**src/sv/acrms_pkg.sv**
```systemverilog
`timescale 1ns / 1ps
`default_nettype none

package acrms_pkg;

   // field widths
   localparam int SAMPLE_W   = 12;
   localparam int RMS_W      = 16;
   localparam int MEAN_W     = 20;
   localparam int APP_W      = 24;
   localparam int PF_W       = 16;
   localparam int FREQ_W     = 18;
   localparam int PERIOD_W   = 16;
   localparam int MS_W       = 32;

   // configuration registers
   localparam int THRESH_W   = 16;
   localparam int CUR_W      = 8;
   localparam int MAXP_W     = 16;
   localparam int CSR_DATA_W = 16;
   localparam int CSR_IDX_W  = 2;

   localparam logic [THRESH_W-1:0] THRESH_RESET = 16'd65535;
   localparam logic [CUR_W-1:0]    CUR_RESET    = 8'd20;
   localparam logic [MAXP_W-1:0]   MAXP_RESET   = 16'd100;

   typedef enum logic [CSR_IDX_W-1:0] {
      CSR_THRESH     = 2'd0,
      CSR_CURRENT    = 2'd1,
      CSR_MAX_PERIOD = 2'd2
   } csr_index_type;

   // item kinds
   localparam logic KIND_SAMPLE = 1'b0;
   localparam logic KIND_TICK   = 1'b1;

   // frame length default
   localparam int DEF_FRAME_SAMPLES = 12;

   // square root unit: radicand and root widths
   localparam int RAD_W  = 32;
   localparam int ROOT_W = 16;

   // scaling
   localparam int RMS_FRAC_SHIFT = 8;       // 16x on the root means 256x on the radicand
   localparam int PF_SHIFT       = 19;      // 2^15 for Q1.15 and 2^4 for the Q.4 rms
   localparam int PF_MAX         = 32768;
   localparam int FREQ_SCALE     = 256000;  // 1000 Hz*ms in Q.8

endpackage

`default_nettype wire

```
**src/sv/acrms_if.sv**
```systemverilog
`timescale 1ns / 1ps
`default_nettype none

interface acrms_req_if;
   import acrms_pkg::*;

   logic                valid;
   logic                ready;
   logic                kind;
   logic [SAMPLE_W-1:0] sample;
   logic                cross_level;

   modport source (output valid, output kind, output sample, output cross_level,
                   input ready);
   modport sink   (input valid, input kind, input sample, input cross_level,
                   output ready);
endinterface

interface acrms_rsp_if;
   import acrms_pkg::*;

   logic                valid;
   logic                ready;
   logic [RMS_W-1:0]    rms_voltage;
   logic [MEAN_W-1:0]   mean_power;
   logic [APP_W-1:0]    apparent_power;
   logic [PF_W-1:0]     power_factor;
   logic [FREQ_W-1:0]   frequency;
   logic [PERIOD_W-1:0] period_ms;
   logic                ac_present;
   logic                relay_active;

   modport source (output valid, output rms_voltage, output mean_power,
                   output apparent_power, output power_factor, output frequency,
                   output period_ms, output ac_present, output relay_active,
                   input ready);
   modport sink   (input valid, input rms_voltage, input mean_power,
                   input apparent_power, input power_factor, input frequency,
                   input period_ms, input ac_present, input relay_active,
                   output ready);
endinterface

`default_nettype wire

```
**src/sv/acrms_div.sv**
```systemverilog
`timescale 1ns / 1ps
`default_nettype none

// restoring divider, one quotient bit per cycle
module acrms_div #(
   parameter int DIVIDEND_W = 36,
   parameter int DIVISOR_W  = 20
) (
   input  wire logic                  clock,
   input  wire logic                  reset,
   input  wire logic                  start,
   input  wire logic [DIVIDEND_W-1:0] dividend,
   input  wire logic [DIVISOR_W-1:0]  divisor,
   output logic                       done,
   output logic [DIVIDEND_W-1:0]      quotient
);
   localparam int CNT_W = (DIVIDEND_W > 1) ? $clog2(DIVIDEND_W) : 1;

   logic [DIVIDEND_W-1:0] dvd_ff, dvd_in;
   logic [DIVISOR_W-1:0]  dvs_ff;
   logic [DIVISOR_W-1:0]  rem_ff, rem_in;
   logic [CNT_W-1:0]      cnt_ff;
   logic                  busy_ff;
   logic                  done_ff;
   logic [DIVISOR_W:0]    cand;
   logic [DIVISOR_W:0]    diff;
   logic                  fits;

   always_comb begin
      cand = {rem_ff, dvd_ff[DIVIDEND_W-1]};
      diff = cand - {1'b0, dvs_ff};
      fits = cand >= {1'b0, dvs_ff};
      rem_in = fits ? diff[DIVISOR_W-1:0] : cand[DIVISOR_W-1:0];
      // quotient bits shift in behind the dividend bits
      dvd_in = {dvd_ff[DIVIDEND_W-2:0], fits};
   end

   always_ff @(posedge clock) begin
      if (reset) begin
         busy_ff <= 1'b0;
         done_ff <= 1'b0;
         cnt_ff  <= '0;
      end else begin
         done_ff <= !start && busy_ff && (cnt_ff == CNT_W'(DIVIDEND_W - 1));
         if (start) begin
            busy_ff <= 1'b1;
            cnt_ff  <= '0;
            dvd_ff  <= dividend;
            dvs_ff  <= divisor;
            rem_ff  <= '0;
         end else if (busy_ff) begin
            dvd_ff <= dvd_in;
            rem_ff <= rem_in;
            cnt_ff <= cnt_ff + 1'b1;
            if (cnt_ff == CNT_W'(DIVIDEND_W - 1)) begin
               busy_ff <= 1'b0;
            end
         end
      end
   end

   assign done     = done_ff;
   assign quotient = dvd_ff;

endmodule

`default_nettype wire

```
**src/sv/acrms_sqrt.sv**
```systemverilog
`timescale 1ns / 1ps
`default_nettype none

// digit-by-digit integer square root, two radicand bits per cycle
module acrms_sqrt (
   input  wire logic                         clock,
   input  wire logic                         reset,
   input  wire logic                         start,
   input  wire logic [acrms_pkg::RAD_W-1:0]  radicand,
   output logic                              done,
   output logic [acrms_pkg::ROOT_W-1:0]      root
);
   import acrms_pkg::*;

   localparam int STEP_W = $clog2(ROOT_W);

   logic [RAD_W-1:0]  rad_ff;
   logic [ROOT_W-1:0] root_ff, root_in;
   logic [ROOT_W:0]   rem_ff, rem_in;
   logic [STEP_W-1:0] step_ff;
   logic              busy_ff;
   logic              done_ff;
   logic [ROOT_W+2:0] rem_sh;
   logic [ROOT_W+2:0] trial;
   logic [ROOT_W+2:0] diff;
   logic              fits;

   always_comb begin
      rem_sh  = {rem_ff, rad_ff[RAD_W-1 -: 2]};
      trial   = {1'b0, root_ff, 2'b01};
      diff    = rem_sh - trial;
      fits    = rem_sh >= trial;
      rem_in  = fits ? diff[ROOT_W:0] : rem_sh[ROOT_W:0];
      root_in = {root_ff[ROOT_W-2:0], fits};
   end

   always_ff @(posedge clock) begin
      if (reset) begin
         busy_ff <= 1'b0;
         done_ff <= 1'b0;
         step_ff <= '0;
      end else begin
         done_ff <= !start && busy_ff && (step_ff == STEP_W'(ROOT_W - 1));
         if (start) begin
            busy_ff <= 1'b1;
            step_ff <= '0;
            rad_ff  <= radicand;
            rem_ff  <= '0;
            root_ff <= '0;
         end else if (busy_ff) begin
            rad_ff  <= {rad_ff[RAD_W-3:0], 2'b00};
            rem_ff  <= rem_in;
            root_ff <= root_in;
            step_ff <= step_ff + 1'b1;
            if (step_ff == STEP_W'(ROOT_W - 1)) begin
               busy_ff <= 1'b0;
            end
         end
      end
   end

   assign done = done_ff;
   assign root = root_ff;

endmodule

`default_nettype wire

```
**src/sv/ac_line_rms_monitor_unit.sv**
```systemverilog
`timescale 1ns / 1ps
`default_nettype none

// channel   dir  handshake          payload
// req       in   valid / ready      kind, sample, cross_level
// rsp       out  valid / ready      rms, powers, power factor, frequency, period, flags
// csr       in   csr_write_en       csr_index, csr_wdata
//
// a tick only advances the millisecond counter; a sample is squared bit-serially.
// the last sample of a frame then runs the serial divider two to four times
// (DIV_W = 32 + clog2(FRAME_SAMPLES) dividend bits) and the square root once.
// reset is synchronous; it clears accumulators, timers, held values and
// restores the register defaults. req is ready only between items; a finished
// word waits in the rsp register and blocks only the next frame end.
module ac_line_rms_monitor_unit #(
   parameter int FRAME_SAMPLES = acrms_pkg::DEF_FRAME_SAMPLES
) (
   input  wire logic                              clock,
   input  wire logic                              reset,
   acrms_req_if.sink                              req,
   acrms_rsp_if.source                            rsp,
   input  wire logic                              csr_write_en,
   input  wire logic [acrms_pkg::CSR_IDX_W-1:0]   csr_index,
   input  wire logic [acrms_pkg::CSR_DATA_W-1:0]  csr_wdata
);
   import acrms_pkg::*;

   localparam int FS_LOG = $clog2(FRAME_SAMPLES);
   localparam int IDX_W  = $clog2(FRAME_SAMPLES + 1);
   localparam int SUM_W  = SAMPLE_W + FS_LOG;
   localparam int PROD_W = 2 * SAMPLE_W;
   localparam int SQ_W   = PROD_W + FS_LOG;
   localparam int DIV_W  = SQ_W + RMS_FRAC_SHIFT;
   localparam int DVS_W  = RMS_W + FS_LOG;
   localparam int BIT_W  = $clog2(SAMPLE_W);

   typedef enum logic [3:0] {
      ST_IDLE,
      ST_SQUARE,
      ST_DIV_MS,
      ST_SQRT,
      ST_MUL,
      ST_DIV_MEAN,
      ST_DIV_PF,
      ST_CROSS,
      ST_DIV_FREQ,
      ST_OUT
   } state_type;

   state_type state_ff;

   logic [THRESH_W-1:0] thresh_ff;
   logic [CUR_W-1:0]    cur_ff;
   logic [MAXP_W-1:0]   maxp_ff;

   logic [IDX_W-1:0]    frame_idx_ff;
   logic [SUM_W-1:0]    code_sum_ff;
   logic [SQ_W-1:0]     sq_sum_ff, sq_sum_in;
   logic [MS_W-1:0]     ms_cnt_ff;
   logic [MS_W-1:0]     last_cross_ff;
   logic [PERIOD_W-1:0] held_period_ff;
   logic [FREQ_W-1:0]   held_freq_ff;
   logic                present_ff;

   logic [PROD_W-1:0]   mcand_ff;
   logic [SAMPLE_W-1:0] mult_ff;
   logic [BIT_W-1:0]    bit_ff;
   logic                level_ff;

   logic [RMS_W-1:0]    rms_ff;
   logic [MEAN_W-1:0]   mean_ff;
   logic [APP_W-1:0]    app_ff;
   logic [PF_W-1:0]     pf_ff;
   logic [DVS_W-1:0]    pf_dvs_ff;

   logic                div_start_ff, div_start_in;
   logic [DIV_W-1:0]    div_dvd_ff;
   logic [DVS_W-1:0]    div_dvs_ff;
   logic                div_done;
   logic [DIV_W-1:0]    div_quot;

   logic                sqrt_start_ff, sqrt_start_in;
   logic [RAD_W-1:0]    sqrt_rad_ff;
   logic                sqrt_done;
   logic [ROOT_W-1:0]   sqrt_root;

   logic                rsp_valid_ff;
   logic [RMS_W-1:0]    rsp_rms_ff;
   logic [MEAN_W-1:0]   rsp_mean_ff;
   logic [APP_W-1:0]    rsp_app_ff;
   logic [PF_W-1:0]     rsp_pf_ff;
   logic [FREQ_W-1:0]   rsp_freq_ff;
   logic [PERIOD_W-1:0] rsp_period_ff;
   logic                rsp_present_ff;
   logic                rsp_relay_ff;

   logic [MS_W-1:0]     elapsed;
   logic                cross_ok;
   logic                out_free;

   acrms_div #(
      .DIVIDEND_W (DIV_W),
      .DIVISOR_W  (DVS_W)
   ) u_div (
      .clock    (clock),
      .reset    (reset),
      .start    (div_start_ff),
      .dividend (div_dvd_ff),
      .divisor  (div_dvs_ff),
      .done     (div_done),
      .quotient (div_quot)
   );

   acrms_sqrt u_sqrt (
      .clock    (clock),
      .reset    (reset),
      .start    (sqrt_start_ff),
      .radicand (sqrt_rad_ff),
      .done     (sqrt_done),
      .root     (sqrt_root)
   );

   always_comb begin
      sq_sum_in = mult_ff[0] ? sq_sum_ff + SQ_W'(mcand_ff) : sq_sum_ff;
      elapsed   = ms_cnt_ff - last_cross_ff;
      cross_ok  = (elapsed != '0) && (elapsed < MS_W'(maxp_ff));
      out_free  = !rsp_valid_ff || rsp.ready;
      // one-cycle start pulses for the divider and the square root
      div_start_in  = ((state_ff == ST_SQUARE) && (bit_ff == BIT_W'(SAMPLE_W - 1))
                       && (frame_idx_ff == IDX_W'(FRAME_SAMPLES)))
                      || (state_ff == ST_MUL)
                      || ((state_ff == ST_DIV_MEAN) && div_done && (rms_ff != '0))
                      || ((state_ff == ST_CROSS) && level_ff && cross_ok);
      sqrt_start_in = (state_ff == ST_DIV_MS) && div_done;
   end

   always_ff @(posedge clock) begin
      if (reset) begin
         state_ff       <= ST_IDLE;
         thresh_ff      <= THRESH_RESET;
         cur_ff         <= CUR_RESET;
         maxp_ff        <= MAXP_RESET;
         frame_idx_ff   <= '0;
         code_sum_ff    <= '0;
         sq_sum_ff      <= '0;
         ms_cnt_ff      <= '0;
         last_cross_ff  <= '0;
         held_period_ff <= '0;
         held_freq_ff   <= '0;
         present_ff     <= 1'b0;
         rsp_valid_ff   <= 1'b0;
         div_start_ff   <= 1'b0;
         sqrt_start_ff  <= 1'b0;
      end else begin
         div_start_ff  <= div_start_in;
         sqrt_start_ff <= sqrt_start_in;

         if (csr_write_en) begin
            unique case (csr_index)
               CSR_THRESH:     thresh_ff <= csr_wdata[THRESH_W-1:0];
               CSR_CURRENT:    cur_ff    <= csr_wdata[CUR_W-1:0];
               CSR_MAX_PERIOD: maxp_ff   <= csr_wdata[MAXP_W-1:0];
               default: ;
            endcase
         end

         if ((state_ff == ST_OUT) && out_free) begin
            rsp_valid_ff <= 1'b1;
         end else if (rsp.ready) begin
            rsp_valid_ff <= 1'b0;
         end

         unique case (state_ff)
            ST_IDLE: begin
               if (req.valid) begin
                  if (req.kind == KIND_TICK) begin
                     ms_cnt_ff <= ms_cnt_ff + 1'b1;
                  end else begin
                     code_sum_ff  <= code_sum_ff + SUM_W'(req.sample);
                     frame_idx_ff <= frame_idx_ff + 1'b1;
                     mcand_ff     <= PROD_W'(req.sample);
                     mult_ff      <= req.sample;
                     bit_ff       <= '0;
                     level_ff     <= req.cross_level;
                     state_ff     <= ST_SQUARE;
                  end
               end
            end
            ST_SQUARE: begin
               // shift-add square, one multiplier bit a cycle
               sq_sum_ff <= sq_sum_in;
               mcand_ff  <= {mcand_ff[PROD_W-2:0], 1'b0};
               mult_ff   <= {1'b0, mult_ff[SAMPLE_W-1:1]};
               bit_ff    <= bit_ff + 1'b1;
               if (bit_ff == BIT_W'(SAMPLE_W - 1)) begin
                  if (frame_idx_ff == IDX_W'(FRAME_SAMPLES)) begin
                     div_dvd_ff   <= {sq_sum_in, {RMS_FRAC_SHIFT{1'b0}}};
                     div_dvs_ff   <= DVS_W'(FRAME_SAMPLES);
                     state_ff     <= ST_DIV_MS;
                  end else begin
                     state_ff <= ST_IDLE;
                  end
               end
            end
            ST_DIV_MS: begin
               if (div_done) begin
                  sqrt_rad_ff   <= div_quot[RAD_W-1:0];
                  state_ff      <= ST_SQRT;
               end
            end
            ST_SQRT: begin
               if (sqrt_done) begin
                  rms_ff   <= sqrt_root;
                  state_ff <= ST_MUL;
               end
            end
            ST_MUL: begin
               div_dvd_ff   <= DIV_W'(code_sum_ff) * DIV_W'(cur_ff);
               div_dvs_ff   <= DVS_W'(FRAME_SAMPLES);
               app_ff       <= APP_W'(rms_ff) * APP_W'(cur_ff);
               pf_dvs_ff    <= DVS_W'(FRAME_SAMPLES) * DVS_W'(rms_ff);
               state_ff     <= ST_DIV_MEAN;
            end
            ST_DIV_MEAN: begin
               if (div_done) begin
                  mean_ff <= div_quot[MEAN_W-1:0];
                  if (rms_ff == '0) begin
                     pf_ff    <= '0;
                     state_ff <= ST_CROSS;
                  end else begin
                     div_dvd_ff   <= {{(DIV_W - SUM_W - PF_SHIFT){1'b0}}, code_sum_ff,
                                      {PF_SHIFT{1'b0}}};
                     div_dvs_ff   <= pf_dvs_ff;
                     state_ff     <= ST_DIV_PF;
                  end
               end
            end
            ST_DIV_PF: begin
               if (div_done) begin
                  // a floored rms can push the ratio just past one
                  pf_ff    <= (div_quot > DIV_W'(PF_MAX)) ? PF_W'(PF_MAX)
                                                          : div_quot[PF_W-1:0];
                  state_ff <= ST_CROSS;
               end
            end
            ST_CROSS: begin
               if (level_ff) begin
                  if (cross_ok) begin
                     held_period_ff <= elapsed[PERIOD_W-1:0];
                     present_ff     <= 1'b1;
                     last_cross_ff  <= ms_cnt_ff;
                     div_dvd_ff     <= DIV_W'(FREQ_SCALE);
                     div_dvs_ff     <= DVS_W'(elapsed[PERIOD_W-1:0]);
                     state_ff       <= ST_DIV_FREQ;
                  end else begin
                     state_ff <= ST_OUT;
                  end
               end else begin
                  present_ff <= 1'b0;
                  state_ff   <= ST_OUT;
               end
            end
            ST_DIV_FREQ: begin
               if (div_done) begin
                  held_freq_ff <= div_quot[FREQ_W-1:0];
                  state_ff     <= ST_OUT;
               end
            end
            ST_OUT: begin
               if (out_free) begin
                  rsp_rms_ff     <= rms_ff;
                  rsp_mean_ff    <= mean_ff;
                  rsp_app_ff     <= app_ff;
                  rsp_pf_ff      <= pf_ff;
                  rsp_freq_ff    <= held_freq_ff;
                  rsp_period_ff  <= held_period_ff;
                  rsp_present_ff <= present_ff;
                  rsp_relay_ff   <= (rms_ff <= thresh_ff);
                  frame_idx_ff   <= '0;
                  code_sum_ff    <= '0;
                  sq_sum_ff      <= '0;
                  state_ff       <= ST_IDLE;
               end
            end
            default: state_ff <= ST_IDLE;
         endcase
      end
   end

   assign req.ready          = (state_ff == ST_IDLE);
   assign rsp.valid          = rsp_valid_ff;
   assign rsp.rms_voltage    = rsp_rms_ff;
   assign rsp.mean_power     = rsp_mean_ff;
   assign rsp.apparent_power = rsp_app_ff;
   assign rsp.power_factor   = rsp_pf_ff;
   assign rsp.frequency      = rsp_freq_ff;
   assign rsp.period_ms      = rsp_period_ff;
   assign rsp.ac_present     = rsp_present_ff;
   assign rsp.relay_active   = rsp_relay_ff;

endmodule

`default_nettype wire

```
**src/flat_wrapper.sv**
```systemverilog
// flat-port wrapper written by rule: the top's interface ports become plain ports
module ac_line_rms_monitor_unit_flat import acrms_pkg::*;
#(
   parameter int FRAME_SAMPLES = acrms_pkg::DEF_FRAME_SAMPLES
)
  (clock, reset, csr_write_en, csr_index, csr_wdata, req_valid, req_kind, req_sample, req_cross_level, req_ready, rsp_valid, rsp_rms_voltage, rsp_mean_power, rsp_apparent_power, rsp_power_factor, rsp_frequency, rsp_period_ms, rsp_ac_present, rsp_relay_active, rsp_ready);
  acrms_req_if req_i ();
  acrms_rsp_if rsp_i ();
  input  wire logic clock;
  input  wire logic reset;
  input  wire logic csr_write_en;
  input  wire logic [acrms_pkg::CSR_IDX_W-1:0] csr_index;
  input  wire logic [acrms_pkg::CSR_DATA_W-1:0] csr_wdata;
  input wire logic [$bits(req_i.valid)-1:0] req_valid;
  input wire logic [$bits(req_i.kind)-1:0] req_kind;
  input wire logic [$bits(req_i.sample)-1:0] req_sample;
  input wire logic [$bits(req_i.cross_level)-1:0] req_cross_level;
  output wire logic [$bits(req_i.ready)-1:0] req_ready;
  output wire logic [$bits(rsp_i.valid)-1:0] rsp_valid;
  output wire logic [$bits(rsp_i.rms_voltage)-1:0] rsp_rms_voltage;
  output wire logic [$bits(rsp_i.mean_power)-1:0] rsp_mean_power;
  output wire logic [$bits(rsp_i.apparent_power)-1:0] rsp_apparent_power;
  output wire logic [$bits(rsp_i.power_factor)-1:0] rsp_power_factor;
  output wire logic [$bits(rsp_i.frequency)-1:0] rsp_frequency;
  output wire logic [$bits(rsp_i.period_ms)-1:0] rsp_period_ms;
  output wire logic [$bits(rsp_i.ac_present)-1:0] rsp_ac_present;
  output wire logic [$bits(rsp_i.relay_active)-1:0] rsp_relay_active;
  input wire logic [$bits(rsp_i.ready)-1:0] rsp_ready;
  assign req_i.valid = req_valid;
  assign req_i.kind = req_kind;
  assign req_i.sample = req_sample;
  assign req_i.cross_level = req_cross_level;
  assign req_ready = req_i.ready;
  assign rsp_valid = rsp_i.valid;
  assign rsp_rms_voltage = rsp_i.rms_voltage;
  assign rsp_mean_power = rsp_i.mean_power;
  assign rsp_apparent_power = rsp_i.apparent_power;
  assign rsp_power_factor = rsp_i.power_factor;
  assign rsp_frequency = rsp_i.frequency;
  assign rsp_period_ms = rsp_i.period_ms;
  assign rsp_ac_present = rsp_i.ac_present;
  assign rsp_relay_active = rsp_i.relay_active;
  assign rsp_i.ready = rsp_ready;
  ac_line_rms_monitor_unit #(.FRAME_SAMPLES(FRAME_SAMPLES)) u_core (.clock(clock), .reset(reset), .req(req_i), .rsp(rsp_i), .csr_write_en(csr_write_en), .csr_index(csr_index), .csr_wdata(csr_wdata));
endmodule
```
**config.mk**
```make
export PLATFORM = sky130hd
export DESIGN_NAME = ac_line_rms_monitor_unit_flat
export DESIGN_NICKNAME = d
export VERILOG_FILES = /design/src/sv/acrms_pkg.sv /design/src/sv/acrms_if.sv /design/src/sv/acrms_div.sv /design/src/sv/acrms_sqrt.sv /design/src/sv/ac_line_rms_monitor_unit.sv /design/src/flat_wrapper.sv
export SDC_FILE = /design/constraint.sdc
export NUM_CORES = 2
export LEC_CHECK = 0
export BUFFER_PORTS_ARGS = -buffer_cell sky130_fd_sc_hd__buf_2
export CAP_MARGIN = 20
export CORE_MARGIN = 1
export CORE_UTILIZATION = 57
export DETAILED_ROUTE_END_ITERATION = 7
export PLACE_DENSITY = 0.77
export SLEW_MARGIN = 20
export SYNTH_ARGS = -nofsm -noshare
export SYNTH_HDL_FRONTEND = slang
export SYNTH_HIERARCHICAL = 1
export SYNTH_SLANG_ARGS = --single-unit
```
**constraint.sdc**
```tcl
create_clock -name clock -period 7.3 [get_ports clock]
set_input_delay 1.095 -clock clock [delete_from_list [all_inputs] [get_ports clock]]
set_output_delay 1.095 -clock clock [all_outputs]
set_load 0.02 [all_outputs]
```
==> impl_metrics.json <==
{
  "synth.largest_area_cell": "edfxtp_1",
  "io_pins": 151,
  "rsz0062_at_grt": "no",
  "crit_path_end_kind": "flop",
  "cts_tree": "built",
  "hold_violations": 0,
  "endpoint": "u_core/div_dvd_ff[21]$_DFFE_PP_",
  "worstPathCellList": "nand2_1 -> fa_1 -> fa_1 -> inv_1 -> fa_1 -> inv_1 -> fa_1 -> inv_1 -> ha_1 -> a21oi_1 -> o221a_2 -> o22ai_1 -> o41ai_1 -> o21ai_0 -> o21a_1 -> nor3_1 -> o21bai_1 -> xor2_1 -> a221o_1",
  "max_stage_delay_ps": 660,
  "start_util_pct": 57.90,
  "pwr-share-seq_pct": 46.0,
  "hold_class": "flop to flop",
  "setup_slack_ps": 1300,
  "p_int_mw": 6.847,
  "synthToLayoutAreaGrowth_pct": 9.900,
  "wl_per_cell_um": 19.80,
  "cts_resized": 0,
  "reg2reg_depth": 19,
  "ys_seq_area_share_pct": 45.29,
  "final_util_pct": 63.63,
  "grt_pass1_vias": 28489,
  "syn_inst": 3957,
  "syn-num-nets": 4422,
  "crit_start": "u_core/code_sum_ff[1]$_SDFFE_PP0P_",
  "synth_cell_types": 96,
  "synth.area.top_cells": "edfxtp_1, dfxtp_1, fa_1, ha_1, nand2_1",
  "route.detailed.drc": 0,
  "drt_iter0_drc": 3003,
  "cts-root-buf": "clkbuf_16",
  "worst_slew_pin_slew_ps": 1192,
  "synthTopCellsByCount": "edfxtp_1, nand2_1, inv_1",
  "yosysWarnings": 6,
  "crit_buf_inv": 3,
  "grt_pass1_wl_mm": 157.8,
  "clockBufferDepth": 3,
  "layout-drive-gt1-share_pct": 10.31,
  "synthSimpleGateAreaFrac_pct": 15.12,
  "portBuffers": 150,
  "fillers": 5586,
  "fin_cells": 5045,
  "ff_latch_area_mm2": 0.01846,
  "vias": 29915,
  "critPathArrivalTime_ps": 6370,
  "status": "finished, final reports clean",
  "cp.depth": 19,
  "clockPowerShare_pct": 39.9,
  "dp.cells": 4909,
  "max-vdd-ir-drop_mv": 0.2068,
  "numCtsBuffers": 73,
  "finalSetupViolations": 0,
  "ctsHoldBuffers": 0,
  "synthesis.area_per_instance_um2": 10.30,
  "synth_top_family_by_area": "adder cells",
  "p_sw_mw": 2.556,
  "critPathLaunchType": "flop",
  "viasPerCell": 5.930,
  "async_flop_share_pct": 0,
  "antenna_left": 0,
  "power_frac_comb_pct": 14.1,
  "cp_slowest_cell": "dfxtp_1",
  "r2r_start": "u_core/code_sum_ff[1]$_SDFFE_PP0P_",
  "gp_congestion": 0.9290,
  "synth.most_common_cell": "edfxtp_1",
  "grt_overflow": 0,
  "multiInputGateArea_mm2": 0.02024,
  "nNetsFinal": 4509,
  "crit_required_ps": 7670,
  "antenna_found_initial": 2,
  "swShare_pct": 27.18,
  "synthMuxAreaShare_pct": 2.867,
  "min_period_over_period_pct": 82.19,
  "grt_max_degree": 98,
  "dieArea_mm2": 0.07258,
  "synthAdderAreaFrac_pct": 16.33,
  "die_x_um": 269.4,
  "p_leak_nw": 18.36,
  "r2r_setup_slack_ps": 1300,
  "clk_pin_slew_ps": 60,
  "cts_sinks": 684,
  "fin_crit_ps": 6000,
  "pre_cts_ws_ps": 1133,
  "die_h_um": 269.4,
  "syn_area_mm2": 0.04076,
  "postRouteWirelength_mm": 99.91,
  "grtUsageTotal_pct": 27.50,
  "rr_endpoint": "u_core/div_dvd_ff[21]$_DFFE_PP_",
  "synthXorXnorAreaFrac_pct": 3.306,
  "worstSkewPairLatency_ps": 640,
  "dpl_cell_area_mm2": 0.04234,
  "drtPass1Iterations": 8,
  "core_mm2": 0.07039,
  "powerDensity_mw_per_mm2": 209.9,
  "crit_type": "flop to flop",
  "htree_levels": 3,
  "critical_path.max_fanout": 12,
  "fin_setup_tns_ps": 0,
  "fmax_mhz": 166.7,
  "synth_compound_area_share_pct": 11.83,
  "synth.top_cell.area_share_pct": 35.07,
  "finalInstanceArea_mm2": 0.04479,
  "synth-edff-count": 476,
  "postCtsSetupBuffers": 0,
  "maxCapViolCount": 0,
  "place_hpwl_mm": 71.16,
  "maxSlewViolCount": 0,
  "maxSlewHeadroom_pct": 19.82,
  "yosys_register_bits": 684,
  "synth_ff_type": "edfxtp_1",
  "path_delay_family": "adder cells",
  "placementRows": 97,
  "skew_ps": 22.10,
  "critical_path.most_common_cell": "fa_1"
}
[metrics by stage]
step / hold slack [ps] / total power, mW
finish: 414.3 / 9.403
floorplan: 400.3 / 5.325
CTS: 416.2 / 9.438
global placement: 401.4 / 5.659
detailed placement: 404.5 / 5.697
global route: 421.3 / 9.753
[cell type report]
class / instances / area share (%)
tap: 940 / 2.626
multi-input combinational: 2725 / 45.19
timing repair buffer: 191 / 2.430
antenna: 1 / 0.005587
inverter: 369 / 3.092
sequential: 684 / 41.22
clock inverter: 36 / 0.9413
clock buffer: 99 / 4.503
[routing by layer]
layer	vias to the layer above	GRT usage (%)	wire length, µm
met2	1273	42.70	44800
li1	13980	-	-
met3	165	4.444	8701
met5	-	0	16
met1	14495	39.32	43320
met4	2	9.255	3078
[flip-flops by register name, indices dropped and copies added, names as in the netlist, 20 cells and up]
name                       count
u_core/u_div/rem_ff           20
u_core/ms_cnt_ff              32
u_core/mcand_ff               24
u_core/u_div/quotient         36
u_core/rsp.apparent_power     24
u_core/app_ff                 24
u_core/u_sqrt/rad_ff          32
u_core/sq_sum_ff              28
u_core/rsp.mean_power         20
u_core/sqrt_rad_ff            32
u_core/div_dvd_ff             36
u_core/div_dvs_ff             20
u_core/u_div/dvs_ff           20
u_core/mean_ff                20
u_core/last_cross_ff          32
[worst min path at each step]
stage,depth (start not counted),slack [ps],from,endpoint
finish,0,410,u_core/pf_ff[3]$_SDFFCE_PN0P_,u_core/rsp.power_factor[3]$_DFFE_PP_
global route,0,420,u_core/div_dvs_ff[6]$_DFFE_PP_,u_core/u_div/dvs_ff[6]$_DFFE_PP_
CTS,0,420,u_core/pf_ff[3]$_SDFFCE_PN0P_,u_core/rsp.power_factor[3]$_DFFE_PP_
detailed placement,0,400,u_core/app_ff[6]$_DFFE_PP_,u_core/rsp.apparent_power[6]$_DFFE_PP_
global placement,0,400,u_core/div_dvs_ff[13]$_DFFE_PP_,u_core/u_div/dvs_ff[13]$_DFFE_PP_
floorplan,0,400,u_core/app_ff[0]$_DFFE_PP_,u_core/rsp.apparent_power[0]$_DFFE_PP_
[layout by cell type, fill, tap and decap left out, types with 14 or more instances in the layout]
cell	synthesis	layout
buf_2	13	149
o211ai_1	35	35
a21oi_1	263	262
mux2_2	70	70
a211oi_1	30	30
nand3_1	115	115
nand4_1	38	38
nor2_1	248	240
xnor2_1	89	89
fa_1	173	173
clkbuf_1	137	19
inv_1	368	368
o21ai_0	150	150
a31oi_1	23	23
o21a_1	26	26
nor4_1	16	15
and2_1	191	191
buf_4	2	38
and3_1	30	30
nand2_1	437	437
a22oi_1	16	16
edfxtp_1	476	476
or3_1	32	31
ha_1	255	255
nand2b_1	17	17
nor2b_1	36	36
nor3_1	61	59
clkbuf_16	0	75
xor2_1	63	63
mux2i_1	38	38
a21o_1	52	52
o21bai_1	14	14
dfxtp_1	208	205
[cells by family after synthesis]
| group | after synthesis |
|---|---|
| and+or+nand+nor | 1275 |
| AOI/OAI and AO/OA | 761 |
| DFF | 684 |
| buffers and inverters | 548 |
| adders and majority gates | 428 |
| xor gates and xnor gates | 153 |
| muxes | 108 |
[power groups by stage]
stage / registers (mW) / logic, mW / clock network (mW)
2_1_floorplan: 4.35 / 0.976 / 0
3_3_place_gp: 4.40 / 1.26 / 0
3_5_place_dp: 4.40 / 1.30 / 0
4_1_cts: 4.32 / 1.31 / 3.81
5_1_grt: 4.33 / 1.46 / 3.96
6_report: 4.32 / 1.33 / 3.75
(Power assumes the default switching activity.)
